**config.mk**
```make
export PLATFORM = sky130hd
export DESIGN_NAME = bounded_sorted_priority_list_core
export DESIGN_NICKNAME = d
export VERILOG_FILES = /design/src/rtl/core/bspl_pkg.sv /design/src/rtl/core/bspl_cell.sv /design/src/rtl/core/bounded_sorted_priority_list_core.sv
export SDC_FILE = /design/constraint.sdc
export NUM_CORES = 2
export LEC_CHECK = 0
export ABC_AREA = 1
export BUFFER_PORTS_ARGS = -buffer_cell sky130_fd_sc_hd__buf_4
export CAP_MARGIN = 10
export CORE_ASPECT_RATIO = 0.6
export CORE_MARGIN = 2
export CORE_UTILIZATION = 50
export DETAILED_ROUTE_END_ITERATION = 16
export HOLD_SLACK_MARGIN = 0.05
export PLACE_DENSITY = 0.74
export SLEW_MARGIN = 20
export SYNTH_ARGS = -nofsm -noshare
export SYNTH_HDL_FRONTEND = slang
export SYNTH_SLANG_ARGS = --single-unit
```
**constraint.sdc**
```tcl
create_clock -name clk -period 4.8 [get_ports clk]
set_clock_uncertainty 0.2 [all_clocks]
set_input_delay 0.24 -clock clk [delete_from_list [all_inputs] [get_ports clk]]
set_output_delay 0.24 -clock clk [all_outputs]
set_load 0.005 [all_outputs]
```
**src/rtl/core/bspl_pkg.sv**
```systemverilog
package bspl_pkg;

    localparam int MAX_ENTRIES = 16;
    localparam int AGE_W       = 8;
    localparam int ID_W        = 16;
    localparam int CNT_W       = 5;

    typedef struct packed {
        logic [AGE_W-1:0] age;
        logic [ID_W-1:0]  id;
    } entry_t;

    typedef struct packed {
        logic [AGE_W-1:0] new_age;
        logic [ID_W-1:0]  new_id;
    } item_t;

    typedef struct packed {
        logic             evicted_valid;
        logic [AGE_W-1:0] evicted_age;
        logic [ID_W-1:0]  evicted_id;
        logic [AGE_W-1:0] lowest_age;
        logic [ID_W-1:0]  lowest_id;
        logic [CNT_W-1:0] entry_count;
        logic             is_full;
    } result_t;

    // broadcast from the controller to every cell
    typedef struct packed {
        logic   load;
        logic   evict;
        entry_t ent;
    } cell_ctl_t;

    // a sorts before b: smaller age, or same age and larger id
    function automatic logic lower_than(entry_t a, entry_t b);
        lower_than = (a.age < b.age) || ((a.age == b.age) && (a.id > b.id));
    endfunction

endpackage

```
**src/rtl/core/bspl_cell.sv**
```systemverilog
module bspl_cell (
    input  logic               clk,
    input  bspl_pkg::cell_ctl_t ctl,
    input  logic               first,
    input  logic               beyond,
    input  logic               prev_g,
    input  bspl_pkg::entry_t   prev_ent,
    input  logic               next_g,
    input  bspl_pkg::entry_t   next_ent,
    output bspl_pkg::entry_t   ent,
    output bspl_pkg::entry_t   ent_next,
    output logic               g
);
    import bspl_pkg::*;

    entry_t ent_reg;
    entry_t ent_next_w;

    // offered item sorts below this slot, or the slot is empty
    assign g = beyond || lower_than(ctl.ent, ent_reg);

    // insert: shift up above the insert point; evict: shift down below it
    always_comb
    begin
        if (!ctl.evict)
        begin
            if (g)
                ent_next_w = prev_g ? prev_ent : ctl.ent;
            else
                ent_next_w = ent_reg;
        end
        else
        begin
            if (next_g)
                ent_next_w = (g && !first) ? ent_reg : ctl.ent;
            else
                ent_next_w = next_ent;
        end
    end

    always_ff @(posedge clk)
    begin
        if (ctl.load)
            ent_reg <= ent_next_w;
    end

    assign ent      = ent_reg;
    assign ent_next = ent_next_w;

endmodule

```
**src/rtl/core/bounded_sorted_priority_list_core.sv**
```systemverilog
// The result is strobed on done in the cycle after start is taken.
// Throughput: one item per cycle; busy stays low, all cells shift in parallel.
// The receiver cannot stall; each result is shown for exactly one cycle.
// Reset (rst_n low, async): list empty, capacity 16, no result pending.
// Entry storage is not cleared; only slots below the count are ever read.
module bounded_sorted_priority_list_core (
    input  logic                      clk,
    input  logic                      rst_n,
    input  logic                      start,
    output logic                      busy,
    input  bspl_pkg::item_t           item,
    output logic                      done,
    output bspl_pkg::result_t         result,
    input  logic                      cfg_valid,
    output logic                      cfg_ready,
    input  logic [bspl_pkg::CNT_W-1:0] cfg_data
);
    import bspl_pkg::*;

    logic [CNT_W-1:0] cnt_reg, cnt_next;
    logic [CNT_W-1:0] cap_reg;
    logic [CNT_W-1:0] eff_cap;
    logic             done_reg;
    result_t          res_reg, res_next;
    logic             accept;
    logic             full;
    cell_ctl_t        ctl;

    entry_t ent      [MAX_ENTRIES];
    entry_t ent_next [MAX_ENTRIES];
    logic   g        [MAX_ENTRIES];

    assign busy      = 1'b0;
    assign cfg_ready = 1'b1;
    assign accept    = start && !busy;

    // clamp the capacity register to 1..MAX_ENTRIES
    always_comb
    begin
        if (cap_reg == '0)
            eff_cap = CNT_W'(1);
        else if (cap_reg > CNT_W'(MAX_ENTRIES))
            eff_cap = CNT_W'(MAX_ENTRIES);
        else
            eff_cap = cap_reg;
    end

    assign full      = (cnt_reg >= eff_cap);
    assign ctl.load  = accept;
    assign ctl.evict = full;
    assign ctl.ent   = '{age: item.new_age, id: item.new_id};

    // row of cells
    genvar i;
    generate
        for (i = 0; i < MAX_ENTRIES; i++)
        begin : g_cell
            logic   p_g, n_g;
            entry_t p_ent, n_ent;
            if (i == 0)
            begin : g_head
                assign p_g   = 1'b0;
                assign p_ent = '0;
            end
            else
            begin : g_mid
                assign p_g   = g[i-1];
                assign p_ent = ent[i-1];
            end
            if (i == MAX_ENTRIES - 1)
            begin : g_tail
                assign n_g   = 1'b1;
                assign n_ent = '0;
            end
            else
            begin : g_body
                assign n_g   = g[i+1];
                assign n_ent = ent[i+1];
            end
            bspl_cell u_cell (
                .clk      (clk),
                .ctl      (ctl),
                .first    (i == 0),
                .beyond   (cnt_reg <= CNT_W'(i)),
                .prev_g   (p_g),
                .prev_ent (p_ent),
                .next_g   (n_g),
                .next_ent (n_ent),
                .ent      (ent[i]),
                .ent_next (ent_next[i]),
                .g        (g[i])
            );
        end
    endgenerate

    // count and result for the item being taken
    always_comb
    begin
        cnt_next               = full ? cnt_reg : cnt_reg + CNT_W'(1);
        res_next.evicted_valid = full;
        res_next.evicted_age   = full ? ent[0].age : '0;
        res_next.evicted_id    = full ? ent[0].id : '0;
        res_next.lowest_age    = ent_next[0].age;
        res_next.lowest_id     = ent_next[0].id;
        res_next.entry_count   = cnt_next;
        res_next.is_full       = (cnt_next >= eff_cap);
    end

    // control registers
    always_ff @(posedge clk or negedge rst_n)
    begin
        if (!rst_n)
        begin
            cnt_reg  <= '0;
            cap_reg  <= CNT_W'(MAX_ENTRIES);
            done_reg <= 1'b0;
        end
        else
        begin
            done_reg <= accept;
            if (accept)
                cnt_reg <= cnt_next;
            if (cfg_valid && cfg_ready)
                cap_reg <= cfg_data;
        end
    end

    // result payload
    always_ff @(posedge clk)
    begin
        if (accept)
            res_reg <= res_next;
    end

    assign done   = done_reg;
    assign result = res_reg;

endmodule

```
# Word-level counts from Yosys, hierarchy flattened
# Cells that the tools add are included.
# W data, S select, Z words.
[word_totals]
ff_bits = 426
input_bits = 33
output_inout_bits = 58
wordCells = 215
[op_classes]
n_addsub = 1
n_lt_le_gt_ge = 51
eq_ne = 17
n_mux = 52
reduce_logical = 54
[ops]
columns = ["op", "count"]
rows = [
  ["$mux W24", 49],
  ["$gt A16 B16 Y1", 16],
  ["$eq A8 B8 Y1", 16],
  ["$lt A8 B8 Y1", 16],
  ["$le A5 B4 Y1 const B", 8],
  ["$logic_or A1 B1 Y1", 32],
  ["$le A5 B3 Y1 const B", 4],
  ["$logic_and A1 B1 Y1", 16],
  ["$mux W5", 3],
  ["$ge A5 B5 Y1", 2],
  ["$le A5 B1 Y1 const B", 2],
  ["$le A5 B2 Y1 const B", 2],
  ["$reduce_and A2 Y1", 3],
  ["$add A5 B1 Y5 const B", 1],
  ["$gt A5 B5 Y1 const B", 1],
  ["$logic_not A5 Y1", 1],
  ["$reduce_bool A2 Y1", 2],
  ["$ne A2 B2 Y1 const B", 1],
]

# Logic depth before layout (Yosys ltp)
[logic_depth]
ltp_word = 7
depth_mapped = 19
mapped_depth_nobuf = 18

# Modules after synthesis
# Synthesis repeated with hierarchy kept, for this count alone.
[hier_totals]
cells_unflattened = 7065
hier_area_um2 = 46702.3
[by_module_without_submodules]
columns = ["mod", "n_inst", "cells_per_inst", "area_each_um2", "seq_area_each_um2"]
rows = [
  ["bspl_cell (g_cell[0].u_cell ...)", 13, 425, 2706.3, 720.7],
  ["bspl_cell (g_cell[7].u_cell ...)", 3, 424, 2795.2, 720.7],
  ["bounded_sorted_priority_list_core", 1, 268, 3134.3, 1928.1],
]

# Least setup slack after synthesis
# OpenSTA, ideal clock, no wires.
[synth_path]
kind = "input to register"
startpoint = "input item[0] (netlist bit)"
endpoint = "register g_cell[15].u_cell.ent_reg, in the netlist g_cell[15].u_cell.ent[0], enable pin"
setup_time_ps = 413
t_arrival_ps = 2986
required_time_ps = 4187
path_slack_ps = 1201
cell_stages = 10
n_path_buf = 2
path_cell_list = "clkbuf_1 inv_1 ha_1 nand2_1 nor4_1 a21oi_1 nand2_1 nand2_4 buf_6 a21oi_1"
[synth_between]
elab_chain_len = 6
[synth_lines]
columns = ["element", "line", "rtl"]
rows = [
  ["start, declared", "bounded_sorted_priority_list_core.sv:11", "input bspl_pkg::item_t item,"],
  ["$gt A16 B16 Y1", "bspl_pkg.sv:37", "lower_than = (a.age < b.age) || ((a.age == b.age) && (a.id > b.id));"],
  ["$logic_and A1 B1 Y1", "bspl_pkg.sv:37", ""],
  ["$logic_or A1 B1 Y1", "bspl_pkg.sv:37", ""],
  ["$logic_or A1 B1 Y1", "bspl_cell.sv:20", "assign g = beyond || lower_than(ctl.ent, ent_reg);"],
  ["$ne A2 B2 Y1 (no source line)", "n/a", ""],
  ["$reduce_and A2 Y1 (no source line)", "n/a", ""],
  ["end signal, assigned", "bspl_cell.sv:44", "ent_reg <= ent_next_w;"],
  ["end, declared", "bspl_cell.sv:16", "entry_t ent_reg;"],
]
# Every way passes these cells.
# A chain may end at the register's enable or synchronous reset.

==> results.tsv <==
stage	metric	value	unit
timing	grt_setup_unrepaired	false	
detailed_routing	wirelength	116	mm
synth	synthAdderAreaFrac	0.137	
clock_network	clock-sinks	426	
timing	layout_min_cycle_time	4.02	ns
placed_design	placedCellCount	5895	
placed_design	port_buffers	88	
clock_network	cts.repair.resized	0	
run	drv_cap	0	
synth	seq_area_frac_synth	0.349	
synth	ys_ff_latch	426	
timing	setup_ws	0.776	ns
synth	yosys.area_share.simple	0.375	
global_route	grt_pass1_wl	184	mm
cells_and_area	drive_gt1_frac	0.0583	
detailed_routing	viasPerCell	5.93	
global_route	antenna_found_initial	1	
clock_network	clockRootBuffer	clkbuf_16	
floorplan	die_h	213	um
timing	slew_viol_final	0	
synth	netlist_instances	5071	
cells_and_area	nets	5426	
synth	ys.flop_type	edfxtp_1	
placed_design	gp_congestion	0.904	
placed_design	hpwl	79.3	mm
detailed_routing	remaining_drc_errors	0	
worst_setup_path	endpoint_kind	register	
floorplan	die_area	0.0753	sq mm
timing	period_share	0.838	
synth	synthArstFlopShare	0.0258	
clock_network	clkLatencyLatePin	0.62	ns
global_route	grt_max_degree	188	
floorplan	num_rows	76	
timing	max_freq	249	MHz
placed_design	placed_area	0.0377	sq mm
cells_and_area	areaGrowthSynthToFinish	8.04	%
timing	hold_violations	0	
synth	synthMuxAreaShare	0.000308	
cells_and_area	design_area	0.0395	sq mm
clock_network	clkSlewWorstSetupHoldPaths	0.07	ns
synth	synth_top_family_by_area	simple AND/OR/NAND/NOR gates	
clock_network	clock_path_buffers	3	
global_route	grt_use_total	0.305	
synth	synth-compound-area-share	0.0511	
detailed_routing	ant_nets	0	
synth	syn_area	0.0365	sq mm
synth	synth_area_per_cell	7.20	sq um
global_route	overflow	0	
floorplan	die_w	353	um
detailed_routing	num_vias	35606	
worst_setup_path	cp_max_fo	22	
floorplan	core	0.0721	sq mm
synth	synth_edf_count	415	
outcome	outcome	completed	
worst_setup_path	path_class	in -> reg	
worst_hold_path	hold_path.class	in -> reg	
synth	ys_types	43	
detailed_routing	drtPass1Iterations	6	
detailed_routing	wl_per_cell	19.4	um
timing	worstMarginPinSlew	1.06	ns
placed_design	preCtsSetupSlack	0.836	ns
floorplan	io_pins	91	
worst_setup_path	cp.required	4.97	ns
cells_and_area	largest_reg_flops	384	
synth	yosysWarnings	0	
cells_and_area	stdcell_count	6004	
floorplan	initial_core_util	0.507	
timing	slew_headroom	0.296	
detailed_routing	initialDrtViolationCount	5364	
worst_setup_path	worst_setup_path_start_kind	input pin	
global_route	first_global_vias	32482	
clock_network	numCtsBuffers	45	
synth	synthXorXnorAreaFrac	0.000479	
timing	setup_tns	0	ns
clock_network	ctsHtreeMaxLevel	2	
worst_setup_path	worstPathArrival	4.19	ns
synth	syn-num-nets	5503	
clock_network	cts_tree	built	
timing	finalSetupViolCount	0	
through the flow:
step / hold WS [ns] / utilization
final: 0.111 / 0.548
after global placement: -0.109 / 0.523
after floorplan: -0.256 / -
after detailed placement: -0.109 / 0.523
after CTS: 0.0510 / 0.548
after global routing: 0.108 / 0.548
repair_timing:
item,4_1_cts,5_1_grt
buffers inserted,0,0
endpoints found under the hold margin,96,0
hold buffers,27,0
layout make-up:
type	instances	area [sq um]
fillers	6887	32600
multi-input cells	3838	20600
flip-flops and latches	426	12700
inverters	505	1900
repair buffers	178	1470
well taps	975	1220
clock buffers	56	1210
clock inverters	25	299
diodes	1	2.50
per-layer routing:
layer | GRT usage | vias to the layer above | wire (um)
met3 | 0.0710 | 132 | 17100
li1 | - | 16993 | -
met4 | 0.0534 | 0 | 1570
met5 | 0 | - | 0
met2 | 0.407 | 2198 | 43800
met1 | 0.492 | 16283 | 54000
cells in the final DEF (no fill, tap or decap), types with 3 or more instances in the layout:
cell	count
a21o_1	14
a21oi_1	199
a21oi_2	9
a21oi_4	5
a31oi_1	3
buf_12	5
buf_4	145
bufinv_16	7
clkbuf_1	9
clkbuf_16	47
clkinv_1	8
clkinv_2	7
dfrtp_1	10
dlygate4sd3_1	27
edfxtp_1	415
ha_1	399
inv_1	500
inv_2	4
nand2_1	1462
nand2_2	5
nand3_1	1374
nand3_2	20
nand4_1	24
nor2_1	145
nor3_1	10
o21a_1	13
o21ai_0	76
o21ai_1	10
o21bai_1	3
or2_1	24
or2_2	25
cell families (layout without fill, tap and decap cells):
kind of cell,after synthesis,in the layout
AO/OA/AOI/OAI,336,336
XOR/XNOR,2,2
adder cells (fa/ha/maj),399,399
buffers and inverters,807,764
flip-flops,426,426
multiplexers,1,1
other,2,3
AND/OR/NAND/NOR,3098,3098
cells in the mapped netlist (3+ instances only):
| cell | instances | area share |
|---|---|---|
| buf_2 | 97 | 0.013 |
| o21bai_1 | 3 | 0.00062 |
| nor2_1 | 145 | 0.015 |
| nand2_2 | 5 | 0.00086 |
| buf_4 | 6 | 0.0012 |
| clkbuf_1 | 155 | 0.016 |
| dfrtp_1 | 10 | 0.0068 |
| o21a_1 | 13 | 0.0027 |
| or2_1 | 24 | 0.0041 |
| nand4_1 | 24 | 0.0041 |
| inv_2 | 4 | 0.00041 |
| o21ai_0 | 76 | 0.010 |
| a21oi_4 | 5 | 0.0022 |
| ha_1 | 399 | 0.14 |
| o21ai_1 | 10 | 0.0014 |
| inv_1 | 500 | 0.051 |
| buf_1 | 42 | 0.0043 |
| nor3_1 | 10 | 0.0014 |
| a21o_1 | 14 | 0.0029 |
| nand2_1 | 1462 | 0.15 |
| edfxtp_1 | 415 | 0.34 |
| a21oi_2 | 8 | 0.0019 |
| a31oi_1 | 3 | 0.00051 |
| or2_2 | 25 | 0.0043 |
| nand3_2 | 20 | 0.0055 |
| a21oi_1 | 200 | 0.027 |
| nand3_1 | 1375 | 0.19 |
final timing paths:
check	from	end	slack, ns	cells after the start
min reg2reg	g_cell[1].u_cell.ent[7]$_DFFE_PP_	g_cell[0].u_cell.ent[7]$_DFFE_PP_	0.44	2
max	item[0]	g_cell[10].u_cell.ent[3]$_DFFE_PP_	0.78	20
min	item[4]	g_cell[15].u_cell.ent[4]$_DFFE_PP_	0.11	3
max reg2reg	cnt_reg[0]$_DFFE_PN0P_	g_cell[6].u_cell.ent[6]$_DFFE_PP_	0.92	10
min in group asynchronous	rst_n	cap_reg[3]$_DFFE_PN0P_	0.54	3
max in group asynchronous	rst_n	cnt_reg[1]$_DFFE_PN0P_	3.46	3
worst max-delay path, stage by stage:
cell           delay (ns)
dlygate4sd3_1        0.54
buf_4                0.25
inv_1                0.57
buf_4                0.36
ha_1                 0.18
inv_1                0.04
nand2_1              0.05
nand2_1              0.05
nand2_1              0.05
nand2_1              0.04
nand2_1              0.06
nand2_1              0.06
nand2_1              0.06
nand2_1              0.05
nand2_1              0.12
nand2_2              0.27
inv_1                0.75
nand2_1              0.20
nand3_1              0.15
nand2_1              0.07
Power is left out: the tool's default activity adds up to more than one toggle a clock period on the data nets, which glitch-free logic cannot reach.
